## src/qwf_fifo.sv

```systemverilog
// Short queue between the front and the back.
`default_nettype none
module qwf_fifo #(
  parameter int WIDTH = 8,
  parameter int DEPTH = 8
) (
  input  wire logic             clk,
  input  wire logic             rst_n,
  input  wire logic             push,
  input  wire logic [WIDTH-1:0] wdata,
  input  wire logic             pop,
  output logic                  rvalid,
  output logic [WIDTH-1:0]      rdata
);
  localparam int AW = $clog2(DEPTH);
  localparam int CW = $clog2(DEPTH + 1);

  logic [WIDTH-1:0] mem_r [DEPTH];
  logic [AW-1:0]    wr_ptr_r;
  logic [AW-1:0]    rd_ptr_r;
  logic [CW-1:0]    count_r;

  assign rvalid = (count_r != '0);
  assign rdata  = mem_r[rd_ptr_r];

  always_ff @(posedge clk) begin
    if (push) begin
      mem_r[wr_ptr_r] <= wdata;
    end
  end

  always_ff @(posedge clk) begin
    if (!rst_n) begin
      wr_ptr_r <= '0;
      rd_ptr_r <= '0;
      count_r  <= '0;
    end else begin
      if (push) begin
        wr_ptr_r <= (wr_ptr_r == AW'(DEPTH - 1)) ? '0 : wr_ptr_r + AW'(1);
      end
      if (pop) begin
        rd_ptr_r <= (rd_ptr_r == AW'(DEPTH - 1)) ? '0 : rd_ptr_r + AW'(1);
      end
      count_r <= count_r + CW'(push) - CW'(pop);
    end
  end

endmodule
`default_nettype wire

```

## config.mk

```make
export PLATFORM = sky130hd
export DESIGN_NAME = qwf_fifo
export DESIGN_NICKNAME = d
export VERILOG_FILES = /design/src/qwf_fifo.sv
export SDC_FILE = /design/constraint.sdc
export NUM_CORES = 1
export LEC_CHECK = 0
export BUFFER_PORTS_ARGS = -buffer_cell sky130_fd_sc_hd__buf_2
export CAP_MARGIN = 0
export CORE_MARGIN = 4
export CORE_UTILIZATION = 40
export CTS_BUF_LIST = sky130_fd_sc_hd__clkbuf_4 sky130_fd_sc_hd__clkbuf_8 sky130_fd_sc_hd__clkbuf_16
export DETAILED_ROUTE_END_ITERATION = 8
export PLACE_DENSITY = 0.66
export RECOVER_POWER = 25
export SYNTH_ARGS = -nofsm -noshare
export SYNTH_HDL_FRONTEND = slang
export SYNTH_SLANG_ARGS = --single-unit
```

## constraint.sdc

```tcl
create_clock -name clk -period 1.7 [get_ports clk]
set_input_delay 0.17 -clock clk [delete_from_list [all_inputs] [get_ports clk]]
set_output_delay 0.17 -clock clk [all_outputs]
set_load 0.005 [all_outputs]
```

After elaboration in Yosys (flattened, before gate mapping). Memories as Yosys holds them, arrays and structs flattened. A register that Yosys moved wholly into a read port is not among the register bits. Index checks and enable logic that the tools add are counted.

Memories kept: 1. Flip-flop bits (word level): 10. RAM bits: 64. Logic and storage cells: 17.

Memories: mem_r (depth 8, width 8, rd ports 1, clocked after Yosys merged registers in 1, write ports 1, RTL line 18) `logic [WIDTH-1:0] mem_r [DEPTH];`.

Reductions and logical operators: 1. Add/sub/neg operators: 4. Equal/unequal tests: 2. Multiplexer cells: 6.

Operator list (count): $mux 3 (4); $add 3x1->3 const B (2); $eq 3x3->1 const B (2); $add 4x1->4 (1); $reduce_bool 4->1 (1); $sub 4x1->4 (1); $mux 1 (2).

Depth between registers and ports, before layout.
Depth after elaboration: 4. Gate-level depth with buffers: 7. Mapped depth without buffers: 7.

Worst setup path after synthesis. OpenSTA, ideal clock, no wires.

Path kind: flip-flop to flip-flop. Start point: register count_r[0]. End point: register count_r[2]. Setup time: 0.115 ns. Path slack: 0.139 ns. Cell stages (with the launch flop): 8. Data arrival time: 1.446 ns. Cells stage by stage: dfxtp_1 inv_1 ha_1 inv_1 ha_1 fa_1 xor2_1 and2_1.

Cells in the longest elaborated chain, start to end: 2.

Ends and longest elaborated chain: from (decl) (RTL line 21) `logic [CW-1:0] count_r;`; from (signal assigned) (RTL line 44) `count_r <= count_r + CW'(push) - CW'(pop);`; $add 4x1->4 (RTL line 44); $sub 4x1->4 (RTL line 44).

Every way passes these cells. A chain may end at the register's enable or synchronous reset.

==> results.json <==
{
  "final-setup-viol-count": 8,
  "max_clock_freq_mhz": 517.9,
  "use_met2_pct": 19.61,
  "wl_per_cell_microns": 17.04,
  "syn2layout_area_growth_pct": 15.42,
  "drv_cap": 0,
  "die_w_microns": 96.38,
  "final.min_clock_period_ps": 1931,
  "root_buffer": "clkbuf_8",
  "cts_buffers": 9,
  "synth_nets": 186,
  "slowest_stage": "mux4_2",
  "grt-busiest-layer": "met2",
  "drtIter0Drc": 71,
  "slew_violations": 0,
  "gr-usage-met3_pct": 4.570,
  "crit_required_ps": 1530,
  "timing.slew.headroom_pct": 65.06,
  "rsz0062_at_grt": "yes",
  "r2r_cells": 7,
  "die_area_sq_mm": 0.009288,
  "power_mw": 4.053,
  "period_share_pct": 113.6,
  "drt_pass1_iterations": 4,
  "antenna_left": 0,
  "antenna_found_initial": 0,
  "end_kind": "output port",
  "drive_above_1_share_pct": 32.20,
  "tns_ps": -1681,
  "grt_max_degree": 17,
  "core-area_sq_mm": 0.007408,
  "placed_cell_area_sq_mm": 0.003383,
  "failed_checks": "negative setup slack",
  "crit_fanout": 8,
  "drc": 0,
  "rows": 31,
  "vdd_drop_max_uv": 549.3,
  "syn_area_per_cell_sq_um": 19.05,
  "worstPathArrival_ps": 1760,
  "final_util_pct": 48.67,
  "cpPeakStageDelay_ps": 490,
  "pre_cts_ws_ps": 12.57,
  "skew_ps": 5.973,
  "start_util_pct": 42.17,
  "setup_ws_ps": -231.0,
  "track_usage_pct": 12.93,
  "ys.warnings.count": 0,
  "synth_seq_cells": 77,
  "gp_congestion": 0.7167,
  "cts_buffer_depth": 2,
  "whs_path_depth": 1,
  "routed_wl_mm": 5.180,
  "ys_seq_area_share_pct": 69.84,
  "diodes": 0,
  "clk_latency_ps": 330,
  "outcome": "finished with violations",
  "ys_types": 28,
  "hold_path.class": "in -> reg",
  "path_cells": "buf_12 > mux4_2 > mux2_4 > buf_6",
  "fin_cells": 304,
  "finalHoldViolations": 0,
  "grt_pass1_wl_mm": 8.431,
  "grt_pass1_vias": 1556,
  "finalInstanceArea_sq_mm": 0.003606,
  "p_leak_nw": 1.253,
  "die_y_microns": 96.38,
  "tightest_slew_ps": 523.4,
  "layout.nets": 222,
  "crit_type": "reg -> out",
  "hold_slack_ps": 120.6,
  "numPortBuffers": 20,
  "synth_area_sq_mm": 0.003124,
  "critPathLaunchType": "flop",
  "gr-total-overflow": 0,
  "dp.cells": 288,
  "avgViaCountPerCell": 4.796,
  "io_pins": 21,
  "vias": 1458,
  "clkSinkCount": 77,
  "place_hpwl_mm": 3.198,
  "clkSlewWorstSetupHoldPaths_ps": 70,
  "netlist_instances": 164,
  "htreeDepth": 3,
  "p_per_area_mw_per_mm2": 1124,
  "cts_tree": "yes",
  "met1_usage_pct": 17.30
}
-- cell families after synthesis --
family                     count (synthesis)  share of synthesized area, %
AOI/OAI and AO/OA                          6                         1.201
xor gates and xnor gates                   1                        0.2804
adders and majority gates                 10                         4.245
buffers and inverters                     14                         2.483
DFF                                       77                         69.84
muxes                                     27                         17.18
and+or+nand+nor                           29                         4.766
-- metal layers --
layer	up-vias	part of all wire [%]
met5	-	0
met4	0	0.60
met3	2	4.6
met2	31	49
met1	724	46
li1	701	-
-- Yosys cell counts --
library cell  instances  share of area, %
edfxtp_1             64                62
mux4_1               15                13
dfxtp_1              13               8.3
ha_1                  9               3.6
inv_1                 8              0.96
mux2_2                8               2.9
and2_1                6               1.2
nand2_1               6              0.72
nor2_1                6              0.72
nand2b_1              4              0.80
mux2i_1               3              0.96
nor2b_1               3              0.60
clkbuf_1              2              0.24
nor3_1                2              0.32
o22ai_1               2              0.40
a21o_1                1              0.24
a21oi_1               1              0.16
buf_1                 1              0.12
buf_12                1              0.64
buf_2                 1              0.16
buf_6                 1              0.36
fa_1                  1              0.64
mux4_2                1              0.72
nand3_1               1              0.16
nor3b_1               1              0.24
o21a_1                1              0.24
o21ai_0               1              0.16
xor2_1                1              0.28
-- cell usage in the layout (no fill, tap or decap), types with 2 or more instances in the layout --
cell type  count
buf_4          9
buf_6          4
clkbuf_1       6
buf_12         2
inv_1          8
nor2_1         6
nand2b_1       4
and2_1         6
buf_2         10
ha_1           9
o22ai_1        2
mux2i_1        3
nand2_1        6
mux2_2         4
mux4_2        16
edfxtp_1      64
dfxtp_1       12
nor3_1         2
nor2b_1        3
mux2_4         4
clkbuf_8       9
clkbuf_4       2
bufinv_16      2
-- where the power goes --
part | switching [mW] | total [mW] | internal, mW
registers | 0.0338 | 2.15 | 2.11
logic | 0.202 | 0.449 | 0.247
clock network | 0.604 | 1.46 | 0.852
-- state kept, by name (all words and copies together) (netlist names), named ones only --
| signal | cells |
|---|---|
| mem_r | 64 |
| count_r | 4 |
| rd_ptr_r | 3 |
| wr_ptr_r | 3 |
-- what timing repair did --
action / in CTS / in global routing
hold buffers: 0 / 0
setup buffers: 0 / 0
gates resized for setup: 24 / 8
setup endpoints to repair: 8 / 9
-- layout make-up --
cell class | count | area, sq um
fillers | 615 | 3802
flip-flops and latches | 77 | 2186
multi-input cells | 73 | 825.8
repair buffers | 31 | 225.2
clock buffers | 11 | 138.9
well taps | 99 | 123.9
clock inverters | 5 | 76.32
inverters | 8 | 30.03
-- worst paths after layout --
kind	start	to	slack [ps]
setup / recovery	flop	rdata[5]	-230
hold / removal	wdata[1]	mem_r[2][1]	120
setup reg to reg	count_r[0]	count_r[2]	100
hold reg to reg	rd_ptr_r[2]	flop	580
-- worst max-delay path: cells and delay by family (launching register included) --
family,cells,cell delay (ps)
multiplexers,2,790
flip-flops,1,380
buffers and inverters,2,260
Note: power is estimated with default switching activity, not from simulation.
