### config.mk
export PLATFORM = sky130hd
export DESIGN_NAME = qwf_back
export DESIGN_NICKNAME = d
export VERILOG_FILES = /design/src/qwf_pkg.sv /design/src/qwf_back.sv
export SDC_FILE = /design/constraint.sdc
export NUM_CORES = 1
export LEC_CHECK = 0
export BUFFER_PORTS_ARGS = -buffer_cell sky130_fd_sc_hd__buf_4
export CAP_MARGIN = 15
export CORE_ASPECT_RATIO = 0.75
export CORE_MARGIN = 2
export CORE_UTILIZATION = 35
export CTS_CLUSTER_DIAMETER = 40
export DETAILED_ROUTE_END_ITERATION = 16
export PLACE_DENSITY_LB_ADDON = 0.05
export SLEW_MARGIN = 20
export SYNTH_ARGS = -nofsm -noshare
export SYNTH_HDL_FRONTEND = slang
export SYNTH_SLANG_ARGS = --single-unit
### constraint.sdc
create_clock -name clk -period 4.8 [get_ports clk]
set_input_delay 0.48 -clock clk [delete_from_list [all_inputs] [get_ports clk]]
set_output_delay 0.48 -clock clk [all_outputs]
set_load 0.05 [all_outputs]
### src/qwf_pkg.sv
// Shared types and constants of the quietest window finder.
`default_nettype none
package qwf_pkg;

  // Width of the sample counter and of the reported start index.
  localparam int COUNT_W = 16;
  // The counter stops here; later samples are ignored.
  localparam logic [COUNT_W-1:0] COUNT_LIMIT = '1;
  // Width of the window length write word (cfg_data).
  localparam int CFG_W = 7;

  // Control word that travels with every sample from the front to the back.
  typedef struct packed {
    logic               eval;   // a full window ends at this sample
    logic               last;   // final sample of the sequence
    logic [COUNT_W-1:0] start;  // 1-based start of the window
  } qwf_item_t;

endpackage
`default_nettype wire

### src/qwf_back.sv
// Back part: keeps the best window and drives the result register.
`default_nettype none
module qwf_back #(
  parameter int SAMPLE_WIDTH = 16,
  parameter int SUM_W        = 22
) (
  input  wire logic                        clk,
  input  wire logic                        rst_n,
  input  wire logic                        head_valid,
  input  wire qwf_pkg::qwf_item_t          head_item,
  input  wire logic [SAMPLE_WIDTH-1:0]     head_max,
  input  wire logic [SUM_W-1:0]            head_sum,
  output logic                             pop,
  output logic                             out_tvalid,
  input  wire logic                        out_tready,
  output logic [qwf_pkg::COUNT_W-1:0]      out_tdata,
  output logic                             out_tuser
);
  import qwf_pkg::*;

  logic                    have_best_r;
  logic [SAMPLE_WIDTH-1:0] best_max_r;
  logic [SUM_W-1:0]        best_sum_r;
  logic [COUNT_W-1:0]      best_idx_r;
  logic                    out_vld_r;
  logic [COUNT_W-1:0]      out_start_r;
  logic                    out_imp_r;
  logic                    better;
  logic                    slot_free;

  // A full window replaces the kept one on a lower max, or an equal max and lower sum.
  assign better = head_item.eval &&
                  (!have_best_r || (head_max < best_max_r) ||
                   ((head_max == best_max_r) && (head_sum < best_sum_r)));
  assign slot_free = !out_vld_r || out_tready;
  assign pop       = head_valid && (!head_item.last || slot_free);

  always_ff @(posedge clk) begin
    if (pop && head_item.last) begin
      out_imp_r   <= !(better || have_best_r);
      out_start_r <= better ? head_item.start : (have_best_r ? best_idx_r : '0);
    end
    if (pop && better) begin
      best_max_r <= head_max;
      best_sum_r <= head_sum;
      best_idx_r <= head_item.start;
    end
  end

  always_ff @(posedge clk) begin
    if (!rst_n) begin
      have_best_r <= 1'b0;
      out_vld_r   <= 1'b0;
    end else begin
      if (pop && head_item.last) begin
        have_best_r <= 1'b0;
        out_vld_r   <= 1'b1;
      end else begin
        if (pop && better) begin
          have_best_r <= 1'b1;
        end
        if (out_tready) begin
          out_vld_r <= 1'b0;
        end
      end
    end
  end

  assign out_tvalid = out_vld_r;
  assign out_tdata  = out_start_r;
  assign out_tuser  = out_imp_r;

endmodule
`default_nettype wire

## Word-level counts from Yosys, hierarchy flattened

Index checks and enable logic that the tools add are counted.

| word-level totals | value |
|---|---|
| register bits | 73 |
| input bits | 60 |

| cells by class | value |
|---|---|
| $lt $le $gt $ge | 2 |
| eq/ne operators | 1 |
| muxes and demuxes | 4 |
| bitwise gates (word level) | 1 |
| reduce and logical (&&, ||, !) cells | 16 |

Operators by type and width:

| kind | count |
|---|---|
| 16-bit two-way mux | 2 |
| 22-bit less-than comparator | 1 |
| 16-bit equality test | 1 |
| 16-bit less-than comparator | 1 |
| 1-bit logical AND | 5 |
| 1-bit logical OR | 5 |
| 1-bit zero test | 4 |
| 1-bit two-way mux | 2 |
| 2-bit nonzero test | 1 |
| 2-bit OR reduction | 1 |
| 1-bit NOT | 1 |

## Logic depth before layout (Yosys ltp)

| depth | value |
|---|---|
| depth after elaboration | 6 |
| depth in mapped cells | 11 |
| mapped depth without buffers | 8 |

## Worst setup path after synthesis

No wires, ideal clock.

| timing path | value |
|---|---|
| path type | input-to-reg |
| start | in head_max[14] |
| end | reg best_idx_r[0] (enable) |
| setup time | 0.466 ns |
| arrival | 4.627 ns |
| path slack | -0.293 ns |
| stages | 9 |
| buffers on the path | 2 |
| cell sequence | ha_1 nand4_1 or4_4 a2111oi_4 o221ai_2 and3_1 buf_6 buf_6 nor2_1 |

| on the way | value |
|---|---|
| word-level cells in the longest chain between the ends | 5 |
| elaborated cells between the ends (all ways) | 7 |
| classes of those cells | order compare (1); eq/ne (1); reduce/logical (5) |

Ends and longest elaborated chain:

| item | RTL line | RTL |
|---|---|---|
| from (decl) | qwf_back.sv:11 | `input wire logic [SAMPLE_WIDTH-1:0] head_max,` |
| 16-bit less-than comparator / 16-bit equality test (equally long branches) | qwf_back.sv:33, qwf_back.sv:34 |  |
| 1-bit logical OR / 1-bit logical AND (equally long branches) | qwf_back.sv:33, qwf_back.sv:34 |  |
| 1-bit logical OR * | qwf_back.sv:33 | `(!have_best_r \|\| (head_max < best_max_r) \|\|` |
| 1-bit logical AND * | qwf_back.sv:32 | `assign better = head_item.eval &&` |
| 1-bit logical AND * | qwf_back.sv:43 | `if (pop && better) begin` |
| to (signal assigned) | qwf_back.sv:46 | `best_idx_r <= head_item.start;` |
| to (decl) | qwf_back.sv:24 | `logic [COUNT_W-1:0] best_idx_r;` |

Mark *: on every way between the ends. The rest lies on a longest branch, timed or not.
A chain may end at the register's enable or synchronous reset.

## Worst setup path in the final report

| timing path | value |
|---|---|
| start | reg best_sum_r[19] |
| end | reg out_start_r[0] (netlist: out_tdata[0]) (data pin) |

| on the way | value |
|---|---|
| word-level cells in the longest chain between the ends | 5 |

Ends and longest elaborated chain:

| item | RTL line | RTL |
|---|---|---|
| from (decl) | qwf_back.sv:23 | `logic [SUM_W-1:0] best_sum_r;` |
| from (signal assigned) | qwf_back.sv:45 | `best_sum_r <= head_sum;` |
| 22-bit less-than comparator | qwf_back.sv:34 | `((head_max == best_max_r) && (head_sum < best_sum_r)));` |
| 1-bit logical AND | qwf_back.sv:34 |  |
| 1-bit logical OR | qwf_back.sv:33 |  |
| 1-bit logical AND | qwf_back.sv:32 |  |
| 16-bit two-way mux | qwf_back.sv:41 | `out_start_r <= better ? head_item.start : (have_best_r ? best_idx_r : '0);` |
| to (signal assigned) | qwf_back.sv:41 |  |
| to (decl) | qwf_back.sv:26 | `logic [COUNT_W-1:0] out_start_r;` |

Every way passes these cells.

==> metrics.md <==
| Metric | Value |
|---|---|
| Leading area contributor after synthesis | `edfxtp_1` |
| Crit-path max FO | `17` |
| Post-synth EDFFs | `71` |
| Maximum VDD drop | `0.176 mV` |
| PortBufs | `78` |
| # resized after CTS | `0` |
| Yosys cell types | `33` |
| Hold Crit Start | `head_item[6]` |
| Largest net degree at the start of global routing | `35` |
| TNS Setup | `0 ns` |
| Critical Path RT | `4.86 ns` |
| Mapped cell area | `3650 sq um` |
| DP HPWL | `5300 microns` |
| Fin crit share | `0.749` |
| R2r startpoint | `best_sum_r[19]` |
| DRT Pass-1 Iters | `7` |
| Post-synth top area share | `0.584` |
| Ys async rst share | `0` |
| Slew Limit Fails | `0` |
| Ant diodes | `0` |
| # hold bufs at CTS | `0` |
| Final GP Congestion | `0.726` |
| Register area share after synthesis | `0.595` |
| #FFs+latches synth | `73` |
| Drt wl/cell | `14.4 microns` |
| Vias in the first global route | `2465` |
| # IOs | `79` |
| Post-Layout Cell Count | `515` |
| Actual slew at the worst max-slew pin | `1.13 ns` |
| Crit path kind | `flip-flop to flip-flop` |
| Final net count | `471` |
| Initial antenna violation count | `0` |
| Unrepaired setup endpoints after global routing | `false` |
| Row count | `32` |
| Final ANT Viol Nets | `0` |
| CTS tree | `done` |
| Core area | `10200 sq um` |
| Clock Skew | `0.00789 ns` |
| Vias per inst | `4.72` |
| Tot GR Track Use | `0.143` |
| Post-CTS setup buffer count | `0` |
| Crit start category | `flip-flop` |
| Total gr overflow | `0` |
| DR iter-0 viols | `94` |
| Leakage | `1.95 nW` |
| CTS Sinks | `73` |
| Die ar. | `11300 sq um` |
| Max Cap Viol | `0` |
| CTS buffer count | `9` |
| WP data arrival | `3.65 ns` |
| Layout cell share with drive strength beyond 1 | `0.285` |
| Area contributors post-synth | `edfxtp_1 (58%), ha_1 (13%), inv_1 (3.9%)` |
| Worst hold path type | `input pin to flip-flop` |
| Setup crit start | `best_sum_r[19]` |
| Cells after DPL | `499` |
| FMAX | `0.278 GHz` |
| Synth Net Count | `389` |
| Endpoints failing setup | `0` |
| CTS Buffer Depth | `2` |
| Insertion delay to the later sink of the worst-skew pair | `0.33 ns` |
| Max-slew headroom | `0.247` |
| Final WL | `7420 microns` |
| Final Hold Viols | `0` |
| Starting density of the core | `0.358` |
| Htree depth | `3` |
| Cell Pwr Density | `328 nW/um^2` |
| Reg clk slew, reported paths | `0.05 ns` |
| Status | `complete, no violations` |
| First-pass GRT wire length | `12100 microns` |
| Post-route DRC | `0` |
| Yosys warnings | `0` |
| Die Y | `92.5 microns` |
| Ys flop type | `edfxtp_1` |
| Tmin final | `3.59 ns` |
| Die width | `122 microns` |
| Layout area overhead | `27.1%` |
| Vias | `2429` |
| Synthesized instance count | `292` |
| CTS Root Cell | `clkbuf_16` |
| Synth Area per Inst | `12.5 sq um` |
| Element type at the critical path end | `flip-flop` |
## layout make-up
cell class,instances,area (sq um)
multi-input cells,171,1290
fillers,957,5570
clock buffers,11,233
clock inverters,5,22.5
inverters,38,143
flip-flops and latches,73,2170
well taps,136,170
repair buffers,81,608
## kinds of logic after synthesis
logic type	Yosys count	synth area share
adders and majority gates	37	0.127
buffers and inverters	48	0.0534
AOI/OAI and AO/OA	64	0.129
DFF	73	0.595
and+or+nand+nor	70	0.0963
## state kept, by name (all words and copies together) (netlist names)
register / cells
out_tdata: 16
best_max_r: 16
out_tuser: 1
best_idx_r: 16
out_tvalid: 1
best_sum_r: 22
have_best_r: 1
## metal layers
metal | up-vias | share of wire | track usage
li1 | 1238 | - | -
met2 | 52 | 0.45 | 0.227
met3 | 9 | 0.054 | 0.0486
met4 | 0 | 0.017 | 0.0575
met1 | 1130 | 0.48 | 0.180
met5 | - | 0 | 0
## stage by stage
step	setup WS [ns]	hold slack [ns]	power, mW	area (sq um)	util
3_3_place_gp	0.938	0.534	0.962	4390	0.430
3_5_place_dp	0.914	0.542	0.963	4390	0.430
4_1_cts	1.16	0.319	1.55	4640	0.455
5_1_grt	0.931	0.321	1.60	4640	0.455
2_1_floorplan	0.622	0.525	0.877	3650	-
6_report	1.21	0.336	1.52	4640	0.455
## synthesized netlist by cell type (2+ instances only)
library cell	number
buf_6	2
o21ai_0	12
clkbuf_1	8
inv_1	38
a32oi_1	15
nor2b_1	2
edfxtp_1	71
nor2_1	7
ha_1	37
nand3_1	2
dfxtp_1	2
and3_1	2
nand2_1	29
a21oi_1	18
o21ai_2	9
and2_1	15
nand2b_1	2
nand4_1	6
## path summary, 6_finish.rpt
check / slack, ns / endpoint / depth (start not counted)
worst max register to register: 1.21 / out_tdata[0] / 9
worst min register to register: 0.55 / out_tdata[8] / 2
worst max-delay path: 1.21 / out_tdata[0] / 9
worst min-delay path: 0.34 / best_idx_r[6] / 1
## worst max-delay path, cell delays in order, from the launching register on
cell	delay, ns
edfxtp_1	0.33
inv_1	0.04
ha_1	0.29
nand4_1	0.21
nor4_1	0.74
nand2_1	0.16
o221ai_2	0.74
and3_1	0.33
buf_4	0.30
o21ai_0	0.17
## layout by cell type, fill, tap and decap left out, types with 3 or more instances in the layout
cell type	count
o21ai_0	12
o21ai_2	9
buf_4	81
nand4_1	6
nor2_1	6
a32oi_1	15
and2_1	15
a21oi_1	18
inv_1	38
edfxtp_1	71
clkbuf_16	9
ha_1	37
clkinv_2	3
nand2_1	29
## power breakdown
group / internal (mW) / switching [mW] / total (mW)
sequential: 0.738 / 0.0106 / 0.748
clock: 0.343 / 0.232 / 0.575
combinational: 0.0823 / 0.117 / 0.199
total: 1.16 / 0.359 / 1.52
(Power assumes the default switching activity.)
